**config.mk**
```make
export PLATFORM = sky130hd
export DESIGN_NAME = moe_rtr_cell
export DESIGN_NICKNAME = d
export VERILOG_FILES = /design/src/design/moe_topk_expert_router_top_assert.svh /design/src/design/moe_rtr_pkg.sv /design/src/design/moe_rtr_cell.sv
export SDC_FILE = /design/constraint.sdc
export NUM_CORES = 1
export LEC_CHECK = 0
export BUFFER_PORTS_ARGS = -buffer_cell sky130_fd_sc_hd__buf_2
export CORE_ASPECT_RATIO = 0.9
export CORE_UTILIZATION = 35
export CTS_CLUSTER_DIAMETER = 150
export DETAILED_ROUTE_END_ITERATION = 10
export GPL_TIMING_DRIVEN = 0
export PLACE_DENSITY = 0.72
export SLEW_MARGIN = 15
export SYNTH_ARGS = -nofsm -noshare
export SYNTH_HDL_FRONTEND = slang
export SYNTH_SLANG_ARGS = --single-unit
```
**constraint.sdc**
```tcl
create_clock -name clk -period 6.6 [get_ports clk]
set_input_delay 1.32 -clock clk [delete_from_list [all_inputs] [get_ports clk]]
set_output_delay 1.32 -clock clk [all_outputs]
set_load 0.005 [all_outputs]
```
**src/design/moe_topk_expert_router_top_assert.svh**
```systemverilog
// ---------------------------------------------------------------------------
// moe top-k expert router assertion macros
// shared property wrappers, clocked on clk and disabled during reset
// ---------------------------------------------------------------------------
`ifndef MOE_TOPK_EXPERT_ROUTER_TOP_ASSERT_SVH
`define MOE_TOPK_EXPERT_ROUTER_TOP_ASSERT_SVH

// same-cycle implication
`define RTR_ASSERT(label, ante, cons, msg) \
    label: assert property (@(posedge clk) disable iff (!rst_n) (ante) |-> (cons)) \
        else $error(msg);

// next-cycle implication
`define RTR_ASSERT_NEXT(label, ante, cons, msg) \
    label: assert property (@(posedge clk) disable iff (!rst_n) (ante) |=> (cons)) \
        else $error(msg);

`endif

```
**src/design/moe_rtr_pkg.sv**
```systemverilog
// ---------------------------------------------------------------------------
// moe router package
// field widths, register codes, chain and divider types, sigmoid table build
// ---------------------------------------------------------------------------
package moe_rtr_pkg;

    localparam int LOGIT_W    = 16;
    localparam int BIAS_W     = 20;
    localparam int KEY_W      = 21;
    localparam int PROB_W     = 16;
    localparam int SCALE_W    = 16;
    localparam int FIRST_W    = 8;
    localparam int OWNED_W    = 9;
    localparam int EIDX_W     = 8;
    localparam int WEIGHT_W   = 16;
    localparam int PRODUCT_W  = PROB_W + SCALE_W;
    localparam int CFG_IDX_W  = 2;
    localparam int CFG_DATA_W = 16;
    localparam int S_TDATA_W  = 40;
    localparam int M_TDATA_W  = 32;

    localparam int MAX_EXPERTS_DEFAULT = 256;
    localparam int TOP_K_DEFAULT       = 8;

    localparam int LOGIT_CLAMP = 2048;
    localparam int SIG_DEPTH   = LOGIT_CLAMP + 1;
    localparam int SIG_ADDR_W  = $clog2(SIG_DEPTH);
    localparam int MIN_SUM     = 4;
    localparam int TAYLOR_TERMS = 28;

    localparam logic [PROB_W-1:0]  PROB_MAX    = '1;
    localparam logic [SCALE_W-1:0] SCALE_RESET = 16'd11579;
    localparam logic [FIRST_W-1:0] FIRST_RESET = 8'd32;
    localparam logic [OWNED_W-1:0] OWNED_RESET = 9'd16;

    typedef enum logic [CFG_IDX_W-1:0] {
        REG_WEIGHT_SCALE = 2'd0,
        REG_FIRST_OWNED  = 2'd1,
        REG_OWNED_COUNT  = 2'd2
    } cfg_reg_t;

    typedef enum logic [1:0] {
        CELL_HOLD,
        CELL_INSERT,
        CELL_POP
    } cell_op_t;

    typedef struct packed {
        logic                     valid;
        logic signed [KEY_W-1:0]  key;
        logic [PROB_W-1:0]        prob;
    } slot_t;

    typedef struct packed {
        logic start;
        logic ack;
    } div_ctl_t;

    typedef struct packed {
        logic                done;
        logic [WEIGHT_W-1:0] quotient;
    } div_rsp_t;

    typedef logic [PROB_W-1:0] sig_rom_t [SIG_DEPTH];

    // round(65535 / (1 + exp(-a/256))) for a in 0..2048, fixed point
    function automatic logic [PROB_W-1:0] sig_entry(input logic [SIG_ADDR_W-1:0] a);
        logic [63:0]  a64;
        logic [63:0]  term;
        logic [63:0]  pos;
        logic [63:0]  neg;
        logic [63:0]  hi;
        logic [63:0]  lo;
        logic [63:0]  g;
        logic [63:0]  y;
        logic [127:0] prod;
        logic [63:0]  d;
        logic [63:0]  rem;
        logic [63:0]  q;
        logic [63:0]  v;
        logic [76:0]  num;
        int           n;
        int           i;
        a64  = 64'(a);
        term = 64'd1 << 60;
        pos  = 64'd1 << 60;
        neg  = '0;
        for (n = 1; n <= TAYLOR_TERMS; n++)
        begin
            hi   = term >> 11;
            lo   = term & 64'd2047;
            term = (hi * a64 + ((lo * a64) >> 11)) / 64'(n);
            if (n % 2 == 1)
            begin
                neg = neg + term;
            end
            else
            begin
                pos = pos + term;
            end
        end
        g    = pos - neg;
        prod = {64'd0, g} * {64'd0, g};
        y    = 64'(prod >> 60);
        prod = {64'd0, y} * {64'd0, y};
        y    = 64'(prod >> 60);
        prod = {64'd0, y} * {64'd0, y};
        y    = 64'(prod >> 60);
        d    = (64'd1 << 60) + y;
        num  = 77'(PROB_MAX) << 61;
        rem  = '0;
        q    = '0;
        for (i = 76; i >= 0; i--)
        begin
            rem = (rem << 1) | 64'(num[i]);
            q   = q << 1;
            if (rem >= d)
            begin
                rem = rem - d;
                q   = q | 64'd1;
            end
        end
        v = (q + 64'd1) >> 1;
        if (v > 64'(PROB_MAX))
        begin
            v = 64'(PROB_MAX);
        end
        return v[PROB_W-1:0];
    endfunction

    function automatic sig_rom_t build_sig_rom();
        sig_rom_t rom;
        int       k;
        for (k = 0; k < SIG_DEPTH; k++)
        begin
            rom[k] = sig_entry(SIG_ADDR_W'(k));
        end
        return rom;
    endfunction

endpackage

```
**src/design/moe_rtr_cell.sv**
```systemverilog
// ---------------------------------------------------------------------------
// moe router chain cell
// one slot of the sorted top-k chain: hold, insert from left or new, pop right
// ---------------------------------------------------------------------------
module moe_rtr_cell #(
    parameter int IDX_W = 8
)
(
    input  logic                    clk,
    input  logic                    rst_n,
    input  moe_rtr_pkg::cell_op_t   op,
    input  moe_rtr_pkg::slot_t      new_slot,
    input  logic [IDX_W-1:0]        new_idx,
    input  moe_rtr_pkg::slot_t      left_slot,
    input  logic [IDX_W-1:0]        left_idx,
    input  logic                    left_ins,
    input  moe_rtr_pkg::slot_t      right_slot,
    input  logic [IDX_W-1:0]        right_idx,
    output moe_rtr_pkg::slot_t      slot,
    output logic [IDX_W-1:0]        idx,
    output logic                    ins
);
    import moe_rtr_pkg::*;

    logic                    valid_reg;
    logic signed [KEY_W-1:0] key_reg;
    logic [PROB_W-1:0]       prob_reg;
    logic [IDX_W-1:0]        idx_reg;
    slot_t                   slot_next;
    logic [IDX_W-1:0]        idx_next;

    // strict compare keeps the earlier expert ahead on equal keys
    assign ins = !valid_reg || (key_reg < new_slot.key);

    always_comb
    begin
        slot_next = slot;
        idx_next  = idx_reg;
        unique case (op)
            CELL_INSERT:
            begin
                if (ins && left_ins)
                begin
                    slot_next = left_slot;
                    idx_next  = left_idx;
                end
                else if (ins)
                begin
                    slot_next = new_slot;
                    idx_next  = new_idx;
                end
            end
            CELL_POP:
            begin
                slot_next = right_slot;
                idx_next  = right_idx;
            end
            default:
            begin
                slot_next = slot;
                idx_next  = idx_reg;
            end
        endcase
    end

    always_ff @(posedge clk or negedge rst_n)
    begin
        if (!rst_n)
        begin
            valid_reg <= 1'b0;
        end
        else
        begin
            valid_reg <= slot_next.valid;
        end
    end

    always_ff @(posedge clk)
    begin
        key_reg  <= slot_next.key;
        prob_reg <= slot_next.prob;
        idx_reg  <= idx_next;
    end

    assign slot = '{valid: valid_reg, key: key_reg, prob: prob_reg};
    assign idx  = idx_reg;

endmodule

```
Word level (Yosys, flattened, before mapping)
Index checks and enable logic that the tools add are counted.
{"block": "word_totals", "mem_bits_ro": 0, "ram_bits": 0, "latch_bits": 0, "inputBits": 143, "wordCells": 19, "reg_bits": 46, "mem_count": 0, "output_inout_bits": 47}
{"block": "classes", "n_eq_ne": 3, "magnitude_cmp": 1, "n_shift": 0, "n_mux": 6, "div_mod_pow": 0, "n_reduce_logical": 5, "multipliers": 0, "add_sub_neg": 0, "n_bitwise": 0}
{"cell": "38-bit 2-to-1 mux", "n": 2}
{"cell": "38-bit one-hot mux with 2 select lines", "n": 1}
{"cell": "21-bit less-than comparator", "n": 1}
{"cell": "8-bit 2-to-1 mux", "n": 2}
{"cell": "8-bit one-hot mux with 2 select lines", "n": 1}
{"cell": "3-bit inequality test (second input constant)", "n": 1}
{"cell": "2-bit by 1-bit equality test with 1-bit output (second input constant)", "n": 1}
{"cell": "2-bit equality test (second input constant)", "n": 1}
{"cell": "2-bit AND reduction", "n": 1}
{"cell": "2-bit nonzero test", "n": 1}
{"cell": "1-bit logical AND", "n": 1}
{"cell": "1-bit zero test", "n": 1}
{"cell": "1-bit logical OR", "n": 1}

Longest topological paths before layout
Gate-level depths: netlist (run 1).
{"block": "depth", "word_depth": 5, "ltp_mapped": 12, "depth_no_buf": 9}

Least setup slack after synthesis (run 1)
Ideal clock, no wire load.
{"block": "synth_timing", "kind": "input port to flip-flop", "startpoint": "input port new_slot[36] (netlist bit)", "endpoint": "register idx_reg[0], in the netlist idx[0] (enable)", "path_buffers": 1, "slack_ns": 0.967, "setup_time_ns": 0.475, "cell_stages": 10, "t_arrival_ns": 5.158, "required_time_ns": 6.125, "cell_sequence": "inv_1 > ha_1 > buf_6 > nand4_4 > nor3_4 > nand3_2 > o21ai_2 > nor2_1 > xor2_1 > a31oi_1"}
{"block": "synth_between", "elab_chain_len": 5}
{"element": "start, declared", "line_no": "moe_rtr_cell.sv:12", "source": "input moe_rtr_pkg::slot_t new_slot,"}
{"element": "21-bit less-than comparator *", "line_no": "moe_rtr_cell.sv:33", "source": "assign ins = !valid_reg || (key_reg < new_slot.key);"}
{"element": "1-bit logical OR *", "line_no": "moe_rtr_cell.sv:33"}
{"element": "1-bit logical AND", "line_no": "moe_rtr_cell.sv:42", "source": "if (ins && left_ins)"}
{"element": "3-bit inequality test (no line) *"}
{"element": "2-bit AND reduction (no line) *"}
{"element": "end signal, assigned", "line_no": "moe_rtr_cell.sv:82", "source": "idx_reg <= idx_next;"}
{"element": "end, declared", "line_no": "moe_rtr_cell.sv:28", "source": "logic [IDX_W-1:0] idx_reg;"}
Every way passes the cells marked *; elsewhere a longest branch is shown, timed or not.
A chain may end at the register's enable or synchronous reset.

Final worst setup path (run 1)
{"block": "layout_timing", "startpoint": "input port new_slot[19] (netlist bit)", "endpoint": "output port ins"}
{"block": "layout_between", "elab_chain_len": 2}
{"element": "21-bit less-than comparator", "line_no": "moe_rtr_cell.sv:33"}
{"element": "1-bit logical OR", "line_no": "moe_rtr_cell.sv:33"}
{"element": "end, declared", "line_no": "moe_rtr_cell.sv:21", "source": "output logic ins"}
Every way passes these cells.

==> impl_metrics.toml, run 1 <==
[sta]
finalMaxSlewViolations = 0
worst_pin_slew_ns = 0.591
rsz0062_at_grt = "false"
finalSetupViolations = 0
max-slew-margin-rel_pct = 59.8
period_minus_slack_ns = 4.58
period_share_pct = 69.4
whs_ns = 0.765
fmax_mhz = 218
finalHoldViolations = 0
clock_skew_ns = 0.0112

[synth]
synth_edf_count = 45
synthArstFlopShare_pct = 2.17
avgSynthCellArea_um2 = 9.15
yosys_warnings = 0
synth_top_area_share_pct = 41.5
synth_top_flop_cell = "edfxtp_1"
synth_largest_area_cell = "edfxtp_1"
synth.net_count = 519
synth_cell_types = 39
synth_cells = 356
ys_seq_elements = 46
seq_area_frac_synth_pct = 42.2
synth_area_um2 = 3260
ys_top_cells_by_area = "edfxtp_1, a31oi_1, a21oi_1, ha_1, o21ai_0"

[power]
combPwrFrac_pct = 44.6
p_seq_share_pct = 38.4
p_leak_nw = 2.07
peakVddDrop_mv = 0.102
internal_power_mw = 0.690
clkPwrFrac_pct = 16.9
netSwitchingFraction_pct = 36.3
p_sw_mw = 0.393
powerDensity_nw_per_um2 = 240
total_power_mw = 1.08

[worst_setup_path]
worstPathMaxFanout = 3
cp.arrival_ns = 3.26
r2r_setup_slack_ns = 3.59
crit_type = "in2out"
crit_path_start_kind = "input pin"
crit_required_ns = 5.28
crit_path_end_kind = "output port"

[cts]
root_buffer = "clkbuf_8"
clock_sinks = 46
post-cts-setup-buffers = 0
cts.repair.resized = 0
cts_hold_buf = 0
clock_latency_ns = 0.31
cts_tree = "yes"
h-tree-depth = 2
clkTransAtPathRegs_ns = 0.10
cts_made_buffers = 5
cts.path.max_buffers = 2

[global_route]
grt_overflow = 0
globalRouteTotalUtil_pct = 20.8
grt_pass1_vias = 3252
grt_antenna_before_repair = 0
grt_pass1_wl_mm = 15.9
grt_max_degree = 24

[drt]
wl_per_cell_um = 15.0
initialDrtViolationCount = 153
vias_per_cell = 5.14
drc = 0
firstDrtPassIters = 5
wl_mm = 10.2
via_count = 3481
ant_nets = 0

[die]
die_x_um = 104
die_h_um = 93.5
initial_utilization_pct = 35.9
die-area_um2 = 9700
fp-row-count = 33
core-area_um2 = 9080
io_pins = 190

[worst_hold_path]
hp-class = "in2async"

[place]
place_congestion = 0.826
port_buffers = 189
hpwl_mm = 7.73

[final_layout]
diodes = 0
synthToLayoutAreaGrowth_pct = 38.6
final_layout_size_suffix_gt1_share_pct = 40.5
largest_reg_flops = 21
fin_nets = 717
fill_cells = 901

[run]
maxCapViolations = 0

[run_status]
status = "completed"
[stage by stage]
stage | worst slack (ns) | TNS (ns) | std cells | area [µm²] | utilization [%]
after detailed placement | 2.02 | 0 | 669 | 4430 | 48.7
final | 2.02 | 0 | 677 | 4520 | 49.7
after global routing | 1.86 | 0 | 677 | 4520 | 49.7
after floorplan | 0.967 | 0 | 356 | 3260 | -
after global placement | -0.524 | -23.36 | 667 | 4360 | 48.0
after CTS | 2.00 | 0 | 677 | 4520 | 49.7
[power groups by stage]
stage / combinational, mW / sequential (mW) / clock [mW]
finish: 0.483 / 0.416 / 0.183
global placement: 0.455 / 0.428 / 0
global route: 0.533 / 0.422 / 0.200
CTS: 0.486 / 0.417 / 0.189
floorplan: 0.284 / 0.432 / 0
detailed placement: 0.484 / 0.423 / 0
[layout make-up]
cell class                      count  area [µm²]  area share [%]
Inverter                           23        86.3            1.91
Multi-Input combinational cell    257        1550            34.2
Timing Repair Buffer              191        1000            22.2
Clock inverter                      3        21.3           0.471
Tap cell                          122         153            3.38
Clock buffer                        5        68.8            1.52
Sequential cell                    46        1380            30.5
Buffer                             30         264            5.84
[placed cells by master, fill, tap and decap left out, drive strengths merged, types with 2 or more instances in the layout]
master,n
a21oi,52
ha,20
nor2,51
a31oi,46
mux2i,3
mux2,2
a211oi,2
nand2,11
o21ai,50
clkbuf,18
nand3,4
buf,208
inv,23
nand4,2
clkinv,2
nor2b,2
edfxtp,45
[layer usage]
metal	GRT usage [%]	routed length, µm
met1	25.7	4370
met2	37.0	4970
met3	4.67	734
met4	5.36	97
met5	0	0
[path summary, 6_finish.rpt]
kind | start | endpoint | cells past startpoint
max | new_slot[19] | ins | 11
min | rst_n | valid_reg$_DFFE_PN0P_ | 1
max reg2reg | key_reg[20]$_DFFE_PP_ | key_reg[11]$_DFFE_PP_ | 10
min reg2reg | valid_reg$_DFFE_PN0P_ | valid_reg$_DFFE_PN0P_ | 2
max in group asynchronous | rst_n | valid_reg$_DFFE_PN0P_ | 1
min in group clk | valid_reg$_DFFE_PN0P_ | valid_reg$_DFFE_PN0P_ | 2
[cell usage after synthesis (3+ instances only)]
master	n
ha_1	20
buf_8	4
clkbuf_1	13
buf_12	5
o21ai_0	48
inv_1	23
nand2_1	11
a31oi_1	46
a21oi_1	52
edfxtp_1	45
buf_2	5
nor2_1	51
nand3_1	3
[critical path, stage by stage]
cell and delay (ns):
buf_2 0.09, inv_1 0.04, ha_1 0.31, a21oi_1 0.15
nand2_1 0.06, a211oi_1 0.39, o21ai_2 0.14, nor2_1 0.23
xor2_1 0.30, nand2_1 0.09, buf_2 0.14
[cells by family (layout without fill, tap and decap cells)]
kind of cell	Yosys count	after routing	share of synthesized area, %
mux	5	5	1.84
fa+ha+maj	20	20	7.68
simple gates	75	75	10.5
xor+xnor	1	1	0.269
buf+inv	53	252	10.8
compound gates	156	156	26.7
flops	46	46	42.2
Power figures use the tool's default switching activity.
==> run 2: changes to the inputs <==
- PLACE_DENSITY: 0.72 -> 0.75
- clock period: 6.6 -> 3.85 ns (I/O delays scaled with it)
==> run 2 against run 1 <==
Against the previous run:
- clock skew decreased by 0.0035 ns
- global-route usage rose by 0.58 points
- combinational power grew 71%
- critical path type unchanged
==> impl_metrics.toml, run 2 (synthesis results as in run 1) <==
[die]
die-area_um2 = 9700
core-area_um2 = 9080
fp-row-count = 33
die_x_um = 104
io_pins = 190
die_h_um = 93.5
initial_utilization_pct = 35.9

[power]
p_seq_share_pct = 37.3
total_power_mw = 1.92
p_leak_nw = 2.07
combPwrFrac_pct = 43.0
clkPwrFrac_pct = 19.7
internal_power_mw = 1.24
netSwitchingFraction_pct = 35.3
peakVddDrop_mv = 0.179
p_sw_mw = 0.675
powerDensity_nw_per_um2 = 425

[drt]
vias_per_cell = 5.19
wl_per_cell_um = 15.4
ant_nets = 0
via_count = 3508
drc = 0
wl_mm = 10.4
initialDrtViolationCount = 173
firstDrtPassIters = 5

[sta]
max-slew-margin-rel_pct = 39.7
worst_pin_slew_ns = 0.905
rsz0062_at_grt = "false"
clock_skew_ns = 0.00773
period_minus_slack_ns = 3.52
finalHoldViolations = 0
finalSetupViolations = 0
fin_tns_setup_ns = 0
fmax_mhz = 284
whs_ns = 0.215
finalMaxSlewViolations = 0
period_share_pct = 91.5

[final_layout]
stdcell_area_um2 = 4510
largest_reg_flops = 21
final_layout_size_suffix_gt1_share_pct = 40.3
fin_nets = 716
diodes = 0
layout_common_cells = "buf_2, a21oi_1, nor2_1"
synthToLayoutAreaGrowth_pct = 38.4
mostFrequentLayoutCell = "buf_2"

[global_route]
grt_pass1_vias = 3352
grt_max_degree = 24
grt_overflow = 0
grt_pass1_wl_mm = 16.5
globalRouteTotalUtil_pct = 21.4
grt_antenna_before_repair = 0

[cts]
post-cts-setup-buffers = 0
cts_hold_buf = 0
clock_sinks = 46
cts.path.max_buffers = 2
root_buffer = "clkbuf_8"
clkTransAtPathRegs_ns = 0.10
h-tree-depth = 2
clock_latency_ns = 0.31
cts.repair.resized = 0
cts_made_buffers = 5
cts_tree = "yes"

[worst_setup_path]
worstPathMaxFanout = 3
critPathMaxStageDelay_ns = 0.39
crit_chain = "buf_2 > inv_1 > ha_1 > a21oi_1 > nand2_1 > a211oi_1 > o21ai_2 > nor2_1 > xor2_1 > nand2_1 > buf_2"
cp_num_buf_inv = 3
critPathTopFamily = "compound AO/OA/AOI/OAI gates"
crit_required_ns = 3.08
cp.arrival_ns = 2.75
crit_path_end_kind = "output port"
crit_path_start_kind = "input pin"
crit_type = "in2out"
slowest_stage = "a211oi_1"

[run_status]
status = "completed"

[place]
place_congestion = 0.854
port_buffers = 189
hpwl_mm = 7.98
post_dp_cell_area_um2 = 4400

[run]
maxCapViolations = 0

[worst_hold_path]
hp-class = "in2async"
==> run 2: worst paths after layout <==
kind | startpoint | endpoint | slack (ns) | depth (start not counted)
min reg2reg | valid_reg$_DFFE_PN0P_ | valid_reg$_DFFE_PN0P_ | 0.77 | 2
max in group asynchronous | rst_n | valid_reg$_DFFE_PN0P_ | 3.55 | 1
max reg2reg | key_reg[20]$_DFFE_PP_ | prob_reg[11]$_DFFE_PP_ | 0.64 | 10
max | new_slot[19] | ins | 0.33 | 11
min in group clk | op[1] | valid_reg$_DFFE_PN0P_ | 0.72 | 2
min | rst_n | valid_reg$_DFFE_PN0P_ | 0.21 | 1
==> run 2: worst reg2reg max path, delay by kind of cell, from the launching register on <==
kind                       cells  cell delay [ns]
AOI/OAI and AO/OA              2             1.00
and+or+nand+nor                4             0.61
DFF                            1             0.41
buffers and inverters          2             0.40
adders and majority gates      1             0.31
xor gates and xnor gates       1             0.19
==> run 2: per-stage QoR <==
step | cells | util [%] | setup slack [ns]
detailed placement | 668 | 48.4 | 0.0633
finish | 676 | 49.6 | 0.328
CTS | 676 | 49.6 | 0.313
floorplan | 356 | - | 0.459
global placement | 667 | 48.1 | -0.168
global route | 676 | 49.6 | 0.148
==> run 2: layout make-up <==
cell class,count,area (µm²)
timing repair buffer,190,973
clock inverter,2,37.5
buffer,30,264
sequential,46,1380
fill,898,4570
multi-input combinational,257,1550
tap,122,153
inverter,23,86.3
clock buffer,6,72.6
==> run 2: power by group through the flow <==
stage	Clock, mW	Combinational, mW	Sequential [mW]
6_report	0.376	0.824	0.715
5_1_grt	0.402	0.906	0.724
4_1_cts	0.388	0.824	0.716
3_5_place_dp	0	0.822	0.727
3_3_place_gp	0	0.786	0.725
2_1_floorplan	0	0.492	0.735
==> run 2: metal layers <==
metal | GRT usage [%] | part of all wire (%) | up-vias | wire length (µm)
li1 | - | - | 1712 | -
met1 | 27.2 | 42 | 1619 | 4440
met2 | 38.3 | 50 | 164 | 5190
met3 | 3.41 | 6.5 | 13 | 680
met4 | 5.36 | 1.3 | 0 | 139
met5 | 0 | 0 | - | 0
