### src/design/moe_topk_expert_router_top_assert.svh
// ---------------------------------------------------------------------------
// moe top-k expert router assertion macros
// shared property wrappers, clocked on clk and disabled during reset
// ---------------------------------------------------------------------------
`ifndef MOE_TOPK_EXPERT_ROUTER_TOP_ASSERT_SVH
`define MOE_TOPK_EXPERT_ROUTER_TOP_ASSERT_SVH

// same-cycle implication
`define RTR_ASSERT(label, ante, cons, msg) \
    label: assert property (@(posedge clk) disable iff (!rst_n) (ante) |-> (cons)) \
        else $error(msg);

// next-cycle implication
`define RTR_ASSERT_NEXT(label, ante, cons, msg) \
    label: assert property (@(posedge clk) disable iff (!rst_n) (ante) |=> (cons)) \
        else $error(msg);

`endif

### src/design/moe_rtr_pkg.sv
// ---------------------------------------------------------------------------
// moe router package
// field widths, register codes, chain and divider types, sigmoid table build
// ---------------------------------------------------------------------------
package moe_rtr_pkg;

    localparam int LOGIT_W    = 16;
    localparam int BIAS_W     = 20;
    localparam int KEY_W      = 21;
    localparam int PROB_W     = 16;
    localparam int SCALE_W    = 16;
    localparam int FIRST_W    = 8;
    localparam int OWNED_W    = 9;
    localparam int EIDX_W     = 8;
    localparam int WEIGHT_W   = 16;
    localparam int PRODUCT_W  = PROB_W + SCALE_W;
    localparam int CFG_IDX_W  = 2;
    localparam int CFG_DATA_W = 16;
    localparam int S_TDATA_W  = 40;
    localparam int M_TDATA_W  = 32;

    localparam int MAX_EXPERTS_DEFAULT = 256;
    localparam int TOP_K_DEFAULT       = 8;

    localparam int LOGIT_CLAMP = 2048;
    localparam int SIG_DEPTH   = LOGIT_CLAMP + 1;
    localparam int SIG_ADDR_W  = $clog2(SIG_DEPTH);
    localparam int MIN_SUM     = 4;
    localparam int TAYLOR_TERMS = 28;

    localparam logic [PROB_W-1:0]  PROB_MAX    = '1;
    localparam logic [SCALE_W-1:0] SCALE_RESET = 16'd11579;
    localparam logic [FIRST_W-1:0] FIRST_RESET = 8'd32;
    localparam logic [OWNED_W-1:0] OWNED_RESET = 9'd16;

    typedef enum logic [CFG_IDX_W-1:0] {
        REG_WEIGHT_SCALE = 2'd0,
        REG_FIRST_OWNED  = 2'd1,
        REG_OWNED_COUNT  = 2'd2
    } cfg_reg_t;

    typedef enum logic [1:0] {
        CELL_HOLD,
        CELL_INSERT,
        CELL_POP
    } cell_op_t;

    typedef struct packed {
        logic                     valid;
        logic signed [KEY_W-1:0]  key;
        logic [PROB_W-1:0]        prob;
    } slot_t;

    typedef struct packed {
        logic start;
        logic ack;
    } div_ctl_t;

    typedef struct packed {
        logic                done;
        logic [WEIGHT_W-1:0] quotient;
    } div_rsp_t;

    typedef logic [PROB_W-1:0] sig_rom_t [SIG_DEPTH];

    // round(65535 / (1 + exp(-a/256))) for a in 0..2048, fixed point
    function automatic logic [PROB_W-1:0] sig_entry(input logic [SIG_ADDR_W-1:0] a);
        logic [63:0]  a64;
        logic [63:0]  term;
        logic [63:0]  pos;
        logic [63:0]  neg;
        logic [63:0]  hi;
        logic [63:0]  lo;
        logic [63:0]  g;
        logic [63:0]  y;
        logic [127:0] prod;
        logic [63:0]  d;
        logic [63:0]  rem;
        logic [63:0]  q;
        logic [63:0]  v;
        logic [76:0]  num;
        int           n;
        int           i;
        a64  = 64'(a);
        term = 64'd1 << 60;
        pos  = 64'd1 << 60;
        neg  = '0;
        for (n = 1; n <= TAYLOR_TERMS; n++)
        begin
            hi   = term >> 11;
            lo   = term & 64'd2047;
            term = (hi * a64 + ((lo * a64) >> 11)) / 64'(n);
            if (n % 2 == 1)
            begin
                neg = neg + term;
            end
            else
            begin
                pos = pos + term;
            end
        end
        g    = pos - neg;
        prod = {64'd0, g} * {64'd0, g};
        y    = 64'(prod >> 60);
        prod = {64'd0, y} * {64'd0, y};
        y    = 64'(prod >> 60);
        prod = {64'd0, y} * {64'd0, y};
        y    = 64'(prod >> 60);
        d    = (64'd1 << 60) + y;
        num  = 77'(PROB_MAX) << 61;
        rem  = '0;
        q    = '0;
        for (i = 76; i >= 0; i--)
        begin
            rem = (rem << 1) | 64'(num[i]);
            q   = q << 1;
            if (rem >= d)
            begin
                rem = rem - d;
                q   = q | 64'd1;
            end
        end
        v = (q + 64'd1) >> 1;
        if (v > 64'(PROB_MAX))
        begin
            v = 64'(PROB_MAX);
        end
        return v[PROB_W-1:0];
    endfunction

    function automatic sig_rom_t build_sig_rom();
        sig_rom_t rom;
        int       k;
        for (k = 0; k < SIG_DEPTH; k++)
        begin
            rom[k] = sig_entry(SIG_ADDR_W'(k));
        end
        return rom;
    endfunction

endpackage

### src/design/moe_rtr_div.sv
// ---------------------------------------------------------------------------
// moe router weight divider
// restoring divider, one quotient bit per cycle, saturates to 16 bits
// ---------------------------------------------------------------------------
module moe_rtr_div #(
    parameter int DEN_W = 20
)
(
    input  logic                                 clk,
    input  logic                                 rst_n,
    input  moe_rtr_pkg::div_ctl_t                ctl,
    input  logic [moe_rtr_pkg::PRODUCT_W-1:0]    dividend,
    input  logic [DEN_W-1:0]                     divisor,
    output moe_rtr_pkg::div_rsp_t                rsp
);
    import moe_rtr_pkg::*;

    localparam int CMP_W  = (DEN_W > WEIGHT_W) ? DEN_W : WEIGHT_W;
    localparam int STEP_W = $clog2(WEIGHT_W);

    typedef enum logic [1:0] {
        D_IDLE,
        D_RUN,
        D_DONE
    } div_state_t;

    div_state_t             state_reg;
    logic [DEN_W-1:0]       rem_reg;
    logic [DEN_W-1:0]       den_reg;
    logic [WEIGHT_W-1:0]    low_reg;
    logic [WEIGHT_W-1:0]    quo_reg;
    logic [STEP_W-1:0]      step_reg;
    logic [WEIGHT_W-1:0]    high;
    logic                   sat;
    logic [DEN_W:0]         trial;
    logic [DEN_W:0]         diff;
    logic                   fits;

    assign high  = dividend[PRODUCT_W-1:WEIGHT_W];
    assign sat   = CMP_W'(high) >= CMP_W'(divisor);
    assign trial = {rem_reg, low_reg[WEIGHT_W-1]};
    assign fits  = trial >= {1'b0, den_reg};
    assign diff  = trial - {1'b0, den_reg};

    always_ff @(posedge clk or negedge rst_n)
    begin
        if (!rst_n)
        begin
            state_reg <= D_IDLE;
            rem_reg   <= '0;
            den_reg   <= '0;
            low_reg   <= '0;
            quo_reg   <= '0;
            step_reg  <= '0;
        end
        else
        begin
            unique case (state_reg)
                D_IDLE:
                begin
                    if (ctl.start)
                    begin
                        den_reg  <= divisor;
                        low_reg  <= dividend[WEIGHT_W-1:0];
                        rem_reg  <= DEN_W'(high);
                        step_reg <= '0;
                        if (sat)
                        begin
                            quo_reg   <= '1;
                            state_reg <= D_DONE;
                        end
                        else
                        begin
                            state_reg <= D_RUN;
                        end
                    end
                end
                D_RUN:
                begin
                    rem_reg  <= fits ? diff[DEN_W-1:0] : trial[DEN_W-1:0];
                    quo_reg  <= {quo_reg[WEIGHT_W-2:0], fits};
                    low_reg  <= low_reg << 1;
                    step_reg <= step_reg + 1'b1;
                    if (step_reg == STEP_W'(WEIGHT_W - 1))
                    begin
                        state_reg <= D_DONE;
                    end
                end
                D_DONE:
                begin
                    if (ctl.ack)
                    begin
                        state_reg <= D_IDLE;
                    end
                end
                default:
                begin
                    state_reg <= D_IDLE;
                end
            endcase
        end
    end

    assign rsp.done     = (state_reg == D_DONE);
    assign rsp.quotient = quo_reg;

endmodule
### config.mk
export PLATFORM = sky130hd
export DESIGN_NAME = moe_rtr_div
export DESIGN_NICKNAME = d
export VERILOG_FILES = /design/src/design/moe_topk_expert_router_top_assert.svh /design/src/design/moe_rtr_pkg.sv /design/src/design/moe_rtr_div.sv
export SDC_FILE = /design/constraint.sdc
export NUM_CORES = 1
export LEC_CHECK = 0
export ABC_AREA = 1
export BUFFER_PORTS_ARGS = -buffer_cell sky130_fd_sc_hd__buf_2
export CAP_MARGIN = 10
export CORE_UTILIZATION = 63
export CTS_CLUSTER_DIAMETER = 40
export CTS_CLUSTER_SIZE = 40
export DETAILED_ROUTE_END_ITERATION = 7
export GPL_TIMING_DRIVEN = 1
export PLACE_DENSITY = 0.85
export SLEW_MARGIN = 20
export SYNTH_ARGS = -nofsm -noshare
export SYNTH_HDL_FRONTEND = slang
export SYNTH_SLANG_ARGS = --single-unit
### constraint.sdc
create_clock -name clk -period 5.8 [get_ports clk]
set_input_delay 0.87 -clock clk [delete_from_list [all_inputs] [get_ports clk]]
set_output_delay 0.87 -clock clk [all_outputs]
set_load 0.02 [all_outputs]
Word level (Yosys, flattened, before mapping)
Cells that the tools add are included.
- equality and inequality tests: 7
- magnitude comparators: 2
- multiplexer cells: 15
- reductions and logical operators: 6
- add/sub/neg operators: 2
- operators by type and width (operator ; count):
    16-bit case mux with 2 select lines ; 2
    16-bit two-way mux ; 3
    20-bit two-way mux ; 2
    20-bit case mux with 2 select lines ; 1
    21-bit by 20-bit greater-or-equal comparator with 1-bit output ; 1
    16-bit by 20-bit greater-or-equal comparator with 1-bit output ; 1
    20-bit subtractor ; 1
    2-bit two-way mux ; 4
    2-bit inequality test, second input constant ; 4
    4-bit case mux with 2 select lines ; 1
    2-bit case mux with 3 select lines ; 1
    3-bit AND reduction ; 2
    4-bit by 1-bit adder with 4-bit output, second input constant ; 1
    4-bit == test, second input constant ; 1
    4-bit two-way mux ; 1
    2-bit AND reduction ; 2
    2-bit by 1-bit == test with 1-bit output, second input constant ; 1
    2-bit == test, second input constant ; 1
    2-bit zero test ; 1
    2-bit nonzero test ; 1
- flip-flop bits (word level): 78
- bits of input ports: 56
- word-level logic and storage cells: 38

Depth between registers and ports, before layout
Gate-level depths: netlist (run 1).
- depth after elaboration: 4
- gate-level depth with buffers: 16
- gate-level depth less buffers: 15

Worst setup path before layout (run 1)
No wires, ideal clock.
- kind: input-to-reg
- from: in divisor[15]
- to: reg quo_reg[7]
- arrival: 2246 ps
- stages: 11
- setup slack: 3437 ps
- data required time: 5683 ps
- cells stage by stage: inv_1 ha_1 nand4_1 or2_0 nor3_1 nand2_1 nand3_2 nand2_1 buf_2 nand2_1 nand2_1
- longest elaborated chain between the ends: 3
- RTL lines (item ; line ; text):
    start, declared ; moe_rtr_div.sv:13 ; input logic [DEN_W-1:0] divisor,
    16-bit by 20-bit greater-or-equal comparator with 1-bit output ; moe_rtr_div.sv:40 ; assign sat = CMP_W'(high) >= CMP_W'(divisor);
    2-bit inequality test (no line) ; - ;
    3-bit AND reduction (no line) ; - ;
    end signal, assigned ; moe_rtr_div.sv:81 ; quo_reg <= {quo_reg[WEIGHT_W-2:0], fits};
    end, declared ; moe_rtr_div.sv:31 ; logic [WEIGHT_W-1:0] quo_reg;
Every way passes these cells.
A chain may end at the register's enable or synchronous reset.

Final worst setup path (run 1)
- from: reg state_reg[0]
- to: reg quo_reg[3]
- longest elaborated chain between the ends: 3
- elaborated cells on any way between the ends: 7
- those cells by class: 3 x eq/ne; 1 x mux; 3 x reduce/logical
- RTL lines (item ; line ; text):
    start, declared ; moe_rtr_div.sv:27 ; div_state_t state_reg;
    start signal, assigned ; moe_rtr_div.sv:49 ; state_reg <= D_IDLE;
    start signal, assigned ; moe_rtr_div.sv:70 ; state_reg <= D_DONE;
    start signal, assigned ; moe_rtr_div.sv:74 ; state_reg <= D_RUN;
    2-bit zero test or 2-bit by 1-bit == test with 1-bit output (tied branches) ; moe_rtr_div.sv:58 ; unique case (state_reg)
    2-bit inequality test (no line) or 2-bit nonzero test (tied branches) ; - ;
    3-bit AND reduction (no line) ; - ;
Several ways; a longest one is shown, not always the timed one.

==> flow_metrics.tcl, run 1 <==
set metrics [dict create \
    p_leak_uw 0.00349 \
    synthesis.area_um2 5490 \
    floorplan.die_area_um2 9100 \
    post_cts_buffers 0 \
    route.detailed.drc 0 \
    fillCellCount 702 \
    maxCapViolations 0 \
    final_cells 956 \
    ir_drop_mv 0.531 \
    cp_cell_sequence "nor2_1, nand2_1, buf_4, inv_2, nor2_2, inv_2, nand2_1, nand2_1, nand2_1" \
    clkSinkCount 78 \
    holdBufCountCts 0 \
    cts_max_path_buffers 2 \
    crit_path_top_delay_cell "nand2_1" \
    worst_pin_slew_ns 0.962 \
    ant_nets 0 \
    final_cell_mix "nand2_1 (274), inv_1 (113), dfrtp_1 (78)" \
    dp_hpwl_um 9680 \
    gp_congestion 0.934 \
    num_vias 5225 \
    criticalPathCategory "flip-flop to flip-flop" \
    synth_cell_types 37 \
    fin_crit_ns 2.59 \
    synth_fp_nets 880 \
    worstHoldPathType "flip-flop to flip-flop" \
    numCtsBuffers 9 \
    die_height_um 95.4 \
    num_rows 33 \
    grt_max_degree 79 \
    fin_crit_sh_pct 44.6 \
    cpPeakStageDelay_ns 0.47 \
    via_per_inst 5.47 \
    crit_top_cell "nand2_1" \
    die_w_um 95.4 \
    final_common_cell "nand2_1" \
    crit_path_end_kind "flip-flop" \
    crit_family "simple AND/OR/NAND/NOR gates" \
    synthToLayoutAreaGrowth_pct 11.4 \
    maxSlewHeadroom_pct 35.9 \
    cp_max_fo 48 \
    drt_first_pass_iters 5 \
    first_iter_violations 265 \
    fmax_ghz 0.387 \
    grt-ovfl-total 0 \
    seqCellArea_um2 1950 \
    postSynthCellCount 786 \
    cts_resized 0 \
    status "finished, final reports clean" \
    syn_avg_cell_area_um2 6.99 \
    clock_latency_ns 0.35 \
    clk_pin_slew_ns 0.09 \
    place_inst 940 \
    setup_tns_ns 0 \
    multi_input_area_um2 2960 \
    drive_above_1_share_pct 15.7 \
    avgRoutedWirePerCell_um 13.8 \
    grt_pass1_vias 4940 \
    core_um2 8340 \
    wirelength_um 13200 \
    root_buffer "clkbuf_8" \
    power_density_nw_per_um2 704 \
    drv_slew 0 \
    grt.total_usage_pct 31.1 \
    ys_seq_area_share_pct 35.5 \
    rrSetupSlack_ns 3.21 \
    cp.required_ns 6.05 \
    antenna_found_initial 0 \
    hold_viol 0 \
    finalPower_uw 4310 \
    initial_core_util_pct 65.9 \
    ys_ff_latch 78 \
    fin_nets 940 \
    place.port_buffers 72 \
    final-setup-viol-count 0 \
    ios 73 \
    cts_tree "yes" \
    start_kind "flip-flop" \
    synth_warnings 0 \
    crit_arrival_ns 2.83 \
    grt_pass1_wl_um 21900 \
    htree_levels 3 \
    dpl-instance-area_um2 5890 \
    clock_skew_ns 0.0124 \
    worst-path-buf-inv 3 \
    final_util_pct 73.4 \
    rsz0062_at_grt "false" \
    stdcell_area_um2 6120 \
    diodes 0 \
]
==> kinds of logic after synthesis <==
group	after synthesis	share of synthesized area [%]
fa+ha+maj	38	8.79
compound gates	79	8.29
simple gates	433	35.4
flops	78	35.5
buf+inv	149	10.5
xor+xnor	9	1.44
==> layout make-up <==
| cell class | count | share of cell area [%] |
|---|---|---|
| multi-input combinational | 559 | 48.4 |
| sequential | 78 | 31.9 |
| inverter | 123 | 7.54 |
| timing repair buffer | 75 | 6.30 |
| tap | 105 | 2.15 |
| clock buffer | 9 | 2.02 |
| clock inverter | 7 | 1.70 |
==> through the flow <==
| step | hold slack, ns | worst slack, ns |
|---|---|---|
| after floorplan | 0.449 | 3.44 |
| after global placement | 0.454 | 2.97 |
| after detailed placement | 0.462 | 2.89 |
| after CTS | 0.484 | 3.23 |
| after global routing | 0.518 | 2.91 |
| final | 0.481 | 3.21 |
==> Yosys cell counts (all sizes together) <==
cell / instances / share of area, %
clkbuf: 17 / 1.2
nor4: 1 / 0.39
o21bai: 2 / 0.27
o21ai: 37 / 3.4
nor3: 5 / 0.46
a22oi: 14 / 1.9
o22ai: 1 / 0.11
ha: 37 / 8.4
dfrtp: 78 / 36
a32o: 1 / 0.18
clkinv: 1 / 0.068
inv: 122 / 8.3
nand3: 64 / 6.0
nand2: 281 / 20
xor2: 7 / 1.1
a22o: 1 / 0.16
nor2: 33 / 3.0
a21oi: 22 / 2.1
nand4: 24 / 2.7
xnor2: 2 / 0.32
or2: 24 / 2.7
nand3b: 1 / 0.36
o211ai: 1 / 0.14
buf: 9 / 0.98
fa: 1 / 0.36
==> worst paths after layout <==
kind                       cells past startpoint          end          from
setup / recovery                               9   quo_reg[3]  state_reg[0]
hold / removal                                 2  quo_reg[15]   quo_reg[15]
setup reg to reg                               9   quo_reg[3]  state_reg[0]
hold reg to reg                                2  quo_reg[15]   quo_reg[15]
max in group asynchronous                      1  den_reg[15]         rst_n
min in group asynchronous                      1  low_reg[10]         rst_n
==> worst reg2reg max path: cells and delay by family, from the launching register on <==
kind | cells | cell delay, ns
buffers and inverters | 3 | 0.99
and+or+nand+nor | 6 | 1.03
DFF | 1 | 0.44
==> per-layer routing <==
layer	share of wire (%)	GRT usage, %	vias to the layer above
met5	0	0	-
met4	1.1	9.33	0
met3	6.1	5.02	14
met2	49	52.5	162
met1	44	41.1	2442
li1	-	-	2607
==> report_power, final <==
part           internal, uW  switching, uW  leakage [uW]
combinational           976           1840       0.00243
sequential              825            191      0.000954
clock                   248            223      0.000108
Note: power is estimated with default switching activity, not from simulation.
==> inputs of run 2 (changes only) <==
- ABC_AREA: 1 -> 0
- CORE_UTILIZATION: 63 -> 52
- PLACE_DENSITY: 0.85 -> 0.76
- clock period: 5.8 -> 2.1 ns (I/O delays scaled with it)
==> run 2 against run 1 <==
Net effect:
- the run now ends with negative setup slack left
- total power grew to 3.5 times the previous value
- fmax grew 4.6%
- clock-buffer cell count grew 1
- sequential share of layout area shrank 3.9 points
- critical endpoint is now rem_reg[12]
==> flow_metrics.tcl, run 2 <==
set metrics [dict create \
    drv_slew 0 \
    clock_skew_ns 0.0176 \
    synthTopCellsByArea "dfrtp_1 (40%), ha_1 (9.5%), nand2_1 (8.3%)" \
    final_cell_mix "buf_4 (121), nand2_1 (105), dfrtp_1 (78)" \
    syn_avg_cell_area_um2 8.78 \
    violations "negative setup slack" \
    ir_drop_mv 1.11 \
    ys_ff_latch 78 \
    maxCapViolations 0 \
    wirelength_um 15700 \
    fin_crit_sh_pct 118 \
    num_rows 35 \
    maxSlewHeadroom_pct 55.3 \
    synthesis.area_um2 4890 \
    clock_latency_ns 0.36 \
    synth_top_area_share_pct 39.9 \
    die_height_um 99.0 \
    grt.total_usage_pct 30.7 \
    crit_path_end_kind "flip-flop" \
    ios 73 \
    worstHoldPathType "input pin to flip-flop" \
    setup_ws_ns -0.371 \
    ys_seq_area_share_pct 39.9 \
    die_w_um 99.0 \
    final_common_cell "buf_4" \
    synth_fp_nets 651 \
    synth_cell_types 59 \
    fin_crit_ns 2.47 \
    clkSinkCount 78 \
    rsz0062_at_grt "true" \
    ant_nets 0 \
    root_buffer "clkbuf_8" \
    min_path_cells 3 \
    synth_top_flop_cell "dfrtp_1" \
    worst-path-buf-inv 1 \
    fin_nets 842 \
    criticalPathCategory "flip-flop to flip-flop" \
    antenna_found_initial 0 \
    postSynthCellCount 557 \
    cpPeakStageDelay_ns 0.41 \
    async_reset_ff_share_pct 100 \
    htree_levels 3 \
    grt-ovfl-total 0 \
    cts_max_path_buffers 2 \
    grt_pass1_wl_um 23800 \
    route.detailed.drc 0 \
    crit_path_top_delay_cell "dfrtp_1" \
    hold_viol 0 \
    cts_tree "yes" \
    yosys.area.top_type "dfrtp_1" \
    setup_tns_ns -5.25 \
    status "finished with violations" \
    start_kind "flip-flop" \
    gp_congestion 0.897 \
    synth_warnings 0 \
    first_iter_violations 396 \
    p_leak_uw 0.00342 \
    place_inst 824 \
    floorplan.die_area_um2 9800 \
    num_vias 5167 \
    worst_pin_slew_ns 0.670 \
    synth-edff-count 0 \
    path_depth 10 \
    synthTopCellsByCount "nand2_1 (108), dfrtp_1 (78), ha_1 (37), inv_1 (37), o21ai_1 (27)" \
    synthToLayoutAreaGrowth_pct 42.7 \
    fillCellCount 583 \
    power_density_nw_per_um2 2190 \
    final-setup-viol-count 21 \
    clk_pin_slew_ns 0.09 \
    diodes 0 \
    crit_top_cell "o31a_1" \
    cp_max_fo 4 \
    cp.required_ns 2.36 \
    drt_first_pass_iters 5 \
    place.port_buffers 72 \
    via_per_inst 5.98 \
    drive_above_1_share_pct 38.5 \
    fmax_ghz 0.405 \
    crit_arrival_ns 2.73 \
    core_um2 9200 \
    final_cells 864 \
    r2r_cells 10 \
    numCtsBuffers 9 \
    grt_pass1_vias 5161 \
    crit_family "compound AO/OA/AOI/OAI gates" \
    cp_cell_sequence "inv_2, ha_4, fa_2, nor2b_4, o31a_1, o31a_1, or2_4, o41ai_4, xnor2_1, o31a_1" \
    dp_hpwl_um 9870 \
    grt_max_degree 77 \
    initial_core_util_pct 53.2 \
    synthMostInstantiatedCell "nand2_1" \
    avgRoutedWirePerCell_um 18.2 \
]
run 2: routing by layer:
metal  wire [um]  GRT usage (%)  vias up
met4         719           14.2        0
met5           0              0        -
met1        6190           37.0     2459
met2        7800           53.2      264
li1            -              -     2367
met3         980           5.60       77
run 2: kinds of logic (layout without fill, tap and decap cells):
kind of cell	Yosys count	in the layout	synth area share (%)
buffers and inverters	66	261	5.50
DFF	78	78	39.9
xor gates and xnor gates	13	13	2.33
muxes	6	6	1.23
adders and majority gates	38	38	9.87
AOI/OAI and AO/OA	159	160	22.6
and+or+nand+nor	197	197	18.6
run 2: final cells by class:
type                       count  area, um^2  share of cell area, %
sequential                    78        1950                   28.0
inverter                      37         139                   1.99
timing repair buffer         208        1480                   21.2
clock inverter                 6        70.1                   1.00
multi-input combinational    414        3080                   44.1
tap                          111         139                   1.99
clock buffer                  10         128                   1.83
run 2: final timing paths:
| path | from | to | slack, ns |
|---|---|---|---|
| max | low_reg[15] | rem_reg[12] | -0.37 |
| min | dividend[0] | low_reg[0] | 0.15 |
| max reg2reg | low_reg[15] | rem_reg[12] | -0.37 |
| min reg2reg | low_reg[1] | low_reg[1] | 0.49 |
| max in group asynchronous | rst_n | step_reg[2] | 1.09 |
| min in group asynchronous | rst_n | rem_reg[12] | 0.40 |
run 2: worst min-delay path, delay by kind of cell:
kind / cells / cell delay (ns)
simple gates: 2 / 0.09
buf+inv: 1 / 0.08
run 2: repair_timing:
action / in CTS / in global routing
gates cloned: 2 / 0
setup buffers: 11 / 11
gates resized for setup: 25 / 42
endpoints found under the setup margin: 21 / 36
pin swaps: 12 / 24
hold buffers: 1 / 0
endpoints found under the hold margin: 25 / 0
run 2: stage by stage:
| stage | hold WS [ns] | util [%] | worst slack, ns | instance area, um^2 | total power [uW] |
|---|---|---|---|---|---|
| floorplan | 0.0194 | - | -0.190 | 4990 | 8350 |
| global placement | 0.254 | 68.1 | -0.274 | 6260 | 11300 |
| detailed placement | 0.265 | 68.1 | -0.367 | 6260 | 11700 |
| CTS | 0.141 | 72.9 | -0.296 | 6700 | 13800 |
| global route | 0.163 | 75.9 | -0.409 | 6980 | 16100 |
| finish | 0.151 | 75.9 | -0.371 | 6980 | 15300 |
run 2: power by group:
group	switching [uW]	total [uW]	leakage [uW]	internal [uW]
clock network	643	1200	0.0000895	559
registers	517	2800	0.000938	2290
logic	5650	11300	0.00239	5600
total	6810	15300	0.00342	8450
==> inputs of run 3 (changes only) <==
- CORE_UTILIZATION: 52 -> 54
- CTS_BUF_LIST: not set -> sky130_fd_sc_hd__clkbuf_4
- PLACE_DENSITY: 0.76 -> 0.78
==> run 3 against run 2 <==
Net effect:
- sequential power about the same
- largest power group unchanged
- global-route usage down 0.30 points
- total power down 4.4%
- first-iteration DRC count up 1.5%
- core utilization up 2.2 points
- worst setup slack worse by 0.031 ns
- the flow still finishes with violations (negative setup slack)
- sequential share of layout area up 0.54 points
- sequential cell count unchanged
- design area down 1.9%
- worst hold slack worse by 0.097 ns
- largest cell class unchanged
- non-clock buffer count down 6
==> flow_metrics.tcl, run 3 (synthesis results as in run 2) <==
set metrics [dict create \
    floorplan.die_area_um2 9440 \
    power_density_nw_per_um2 2130 \
    crit_path_end_kind "flip-flop" \
    drive_above_1_share_pct 37.1 \
    ios 73 \
    fin_hold_ws_ns 0.0533 \
    synthToLayoutAreaGrowth_pct 40.0 \
    numCtsBuffers 9 \
    cp_max_fo 6 \
    clock_skew_ns 0.0362 \
    dp_hpwl_um 9940 \
    initial_core_util_pct 55.8 \
    worstHoldPathType "input pin to flip-flop" \
    diodes 0 \
    rsz0062_at_grt "true" \
    wl_met2_um 7410 \
    first_iter_violations 402 \
    place_inst 819 \
    top_layer "met4" \
    gp_congestion 0.961 \
    start_kind "flip-flop" \
    setup_tns_ns -6.62 \
    dpl-instance-area_um2 6240 \
    fin_nets 835 \
    stdcell_area_um2 6850 \
    antenna_found_initial 0 \
    fin_crit_ns 2.50 \
    cts_tree "yes" \
    route.detailed.drc 0 \
    grt_pass1_wl_um 23200 \
    multi_input_area_um2 3040 \
    avgRoutedWirePerCell_um 17.5 \
    grt-ovfl-total 0 \
    place.port_buffers 72 \
    clk_pin_slew_ns 0.18 \
    wl_met3_um 865 \
    crit_arrival_ns 2.85 \
    setup_ws_ns -0.402 \
    maxSlewHeadroom_pct 63.8 \
    hold_viol 0 \
    grt.total_usage_pct 30.4 \
    cts_max_path_buffers 2 \
    maxCapViolations 0 \
    clock_latency_ns 0.47 \
    criticalPathCategory "flip-flop to flip-flop" \
    fmax_ghz 0.400 \
    final-setup-viol-count 21 \
    p_leak_uw 0.00337 \
    cp.required_ns 2.45 \
    final_cell_mix "buf_4 (117), nand2_1 (105), dfrtp_1 (78)" \
    ir_drop_mv 0.993 \
    fin_crit_sh_pct 119 \
    seqCellArea_um2 1950 \
    htree_levels 3 \
    grt_pass1_vias 5053 \
    final_common_cell "buf_4" \
    ant_nets 0 \
    num_rows 34 \
    die_w_um 97.2 \
    violations "negative setup slack" \
    wirelength_um 15000 \
    wl_met1_um 6070 \
    worst_pin_slew_ns 0.543 \
    grt_max_degree 45 \
    drv_slew 0 \
    status "finished with violations" \
    drt_first_pass_iters 5 \
    fillCellCount 562 \
    core_um2 8760 \
    via_per_inst 5.95 \
    clkSinkCount 78 \
    root_buffer "clkbuf_4" \
    die_height_um 97.2 \
    num_vias 5083 \
    final_cells 854 \
]
[run 3: cell count changes in the layout (fill, tap and decap cells not counted), sizes merged]
cell and change:
a31oi -1, clkinvlp -2, clkinv +2, buf -6, inv +2, clkbuf -1, bufinv -1
[run 3: path summary, 6_finish.rpt]
kind | start | to | slack [ns] | cells after the start
worst max register to register | den_reg[18] | rem_reg[3] | -0.40 | 10
min in group asynchronous | rst_n | den_reg[14] | 0.33 | 2
worst max-delay path | den_reg[18] | rem_reg[3] | -0.40 | 10
worst min-delay path | divisor[14] | den_reg[14] | 0.05 | 3
worst min register to register | low_reg[14] | low_reg[14] | 0.50 | 2
max in group asynchronous | rst_n | state_reg[0] | 1.12 | 3
[run 3: power breakdown]
| group | total (uW) | leakage (uW) | switching, uW | internal [uW] |
|---|---|---|---|---|
| clock | 962 | 0.0000752 | 678 | 284 |
| sequential | 2800 | 0.000938 | 526 | 2280 |
| combinational | 10800 | 0.00235 | 5370 | 5450 |
[run 3: worst max-delay path, cell delays in order (launching register included)]
cell	delay (ns)
dfrtp_1	0.41
inv_1	0.10
ha_1	0.28
a21o_1	0.23
a211oi_1	0.39
nand2_2	0.13
a31oi_4	0.20
buf_6	0.19
buf_12	0.13
mux2i_1	0.22
a21oi_1	0.09
[run 3: layer usage]
metal	vias up	GRT usage, %
met2	225	53.2
met3	70	4.82
met1	2443	36.4
li1	2345	-
met4	0	14.6
met5	-	0
[run 3: metrics by stage]
stage                     worst slack [ns]  util (%)  total power (uW)
after CTS                           -0.314      76.2             13600
final                               -0.402      78.1             14600
after global routing                -0.497      78.1             15500
after detailed placement            -0.364      71.2             11600
after floorplan                     -0.190         -              8350
after global placement              -0.263      71.2             11200
[run 3: cell type report]
cell class | count | area share (%)
clock buffers | 9 | 0.987
clock inverters | 7 | 1.10
inverters | 37 | 2.03
multi-input cells | 413 | 44.4
flip-flops and latches | 78 | 28.5
well taps | 108 | 1.97
repair buffers | 202 | 21.0
[run 3: repair_timing]
action / CTS / global route
gates cloned: 1 / 0
setup endpoints to repair: 21 / 21
buffers inserted: 11 / 10
hold buffers: 1 / 0
resized for setup: 32 / 26
hold endpoints to repair: 37 / 0
pin swaps: 18 / 21
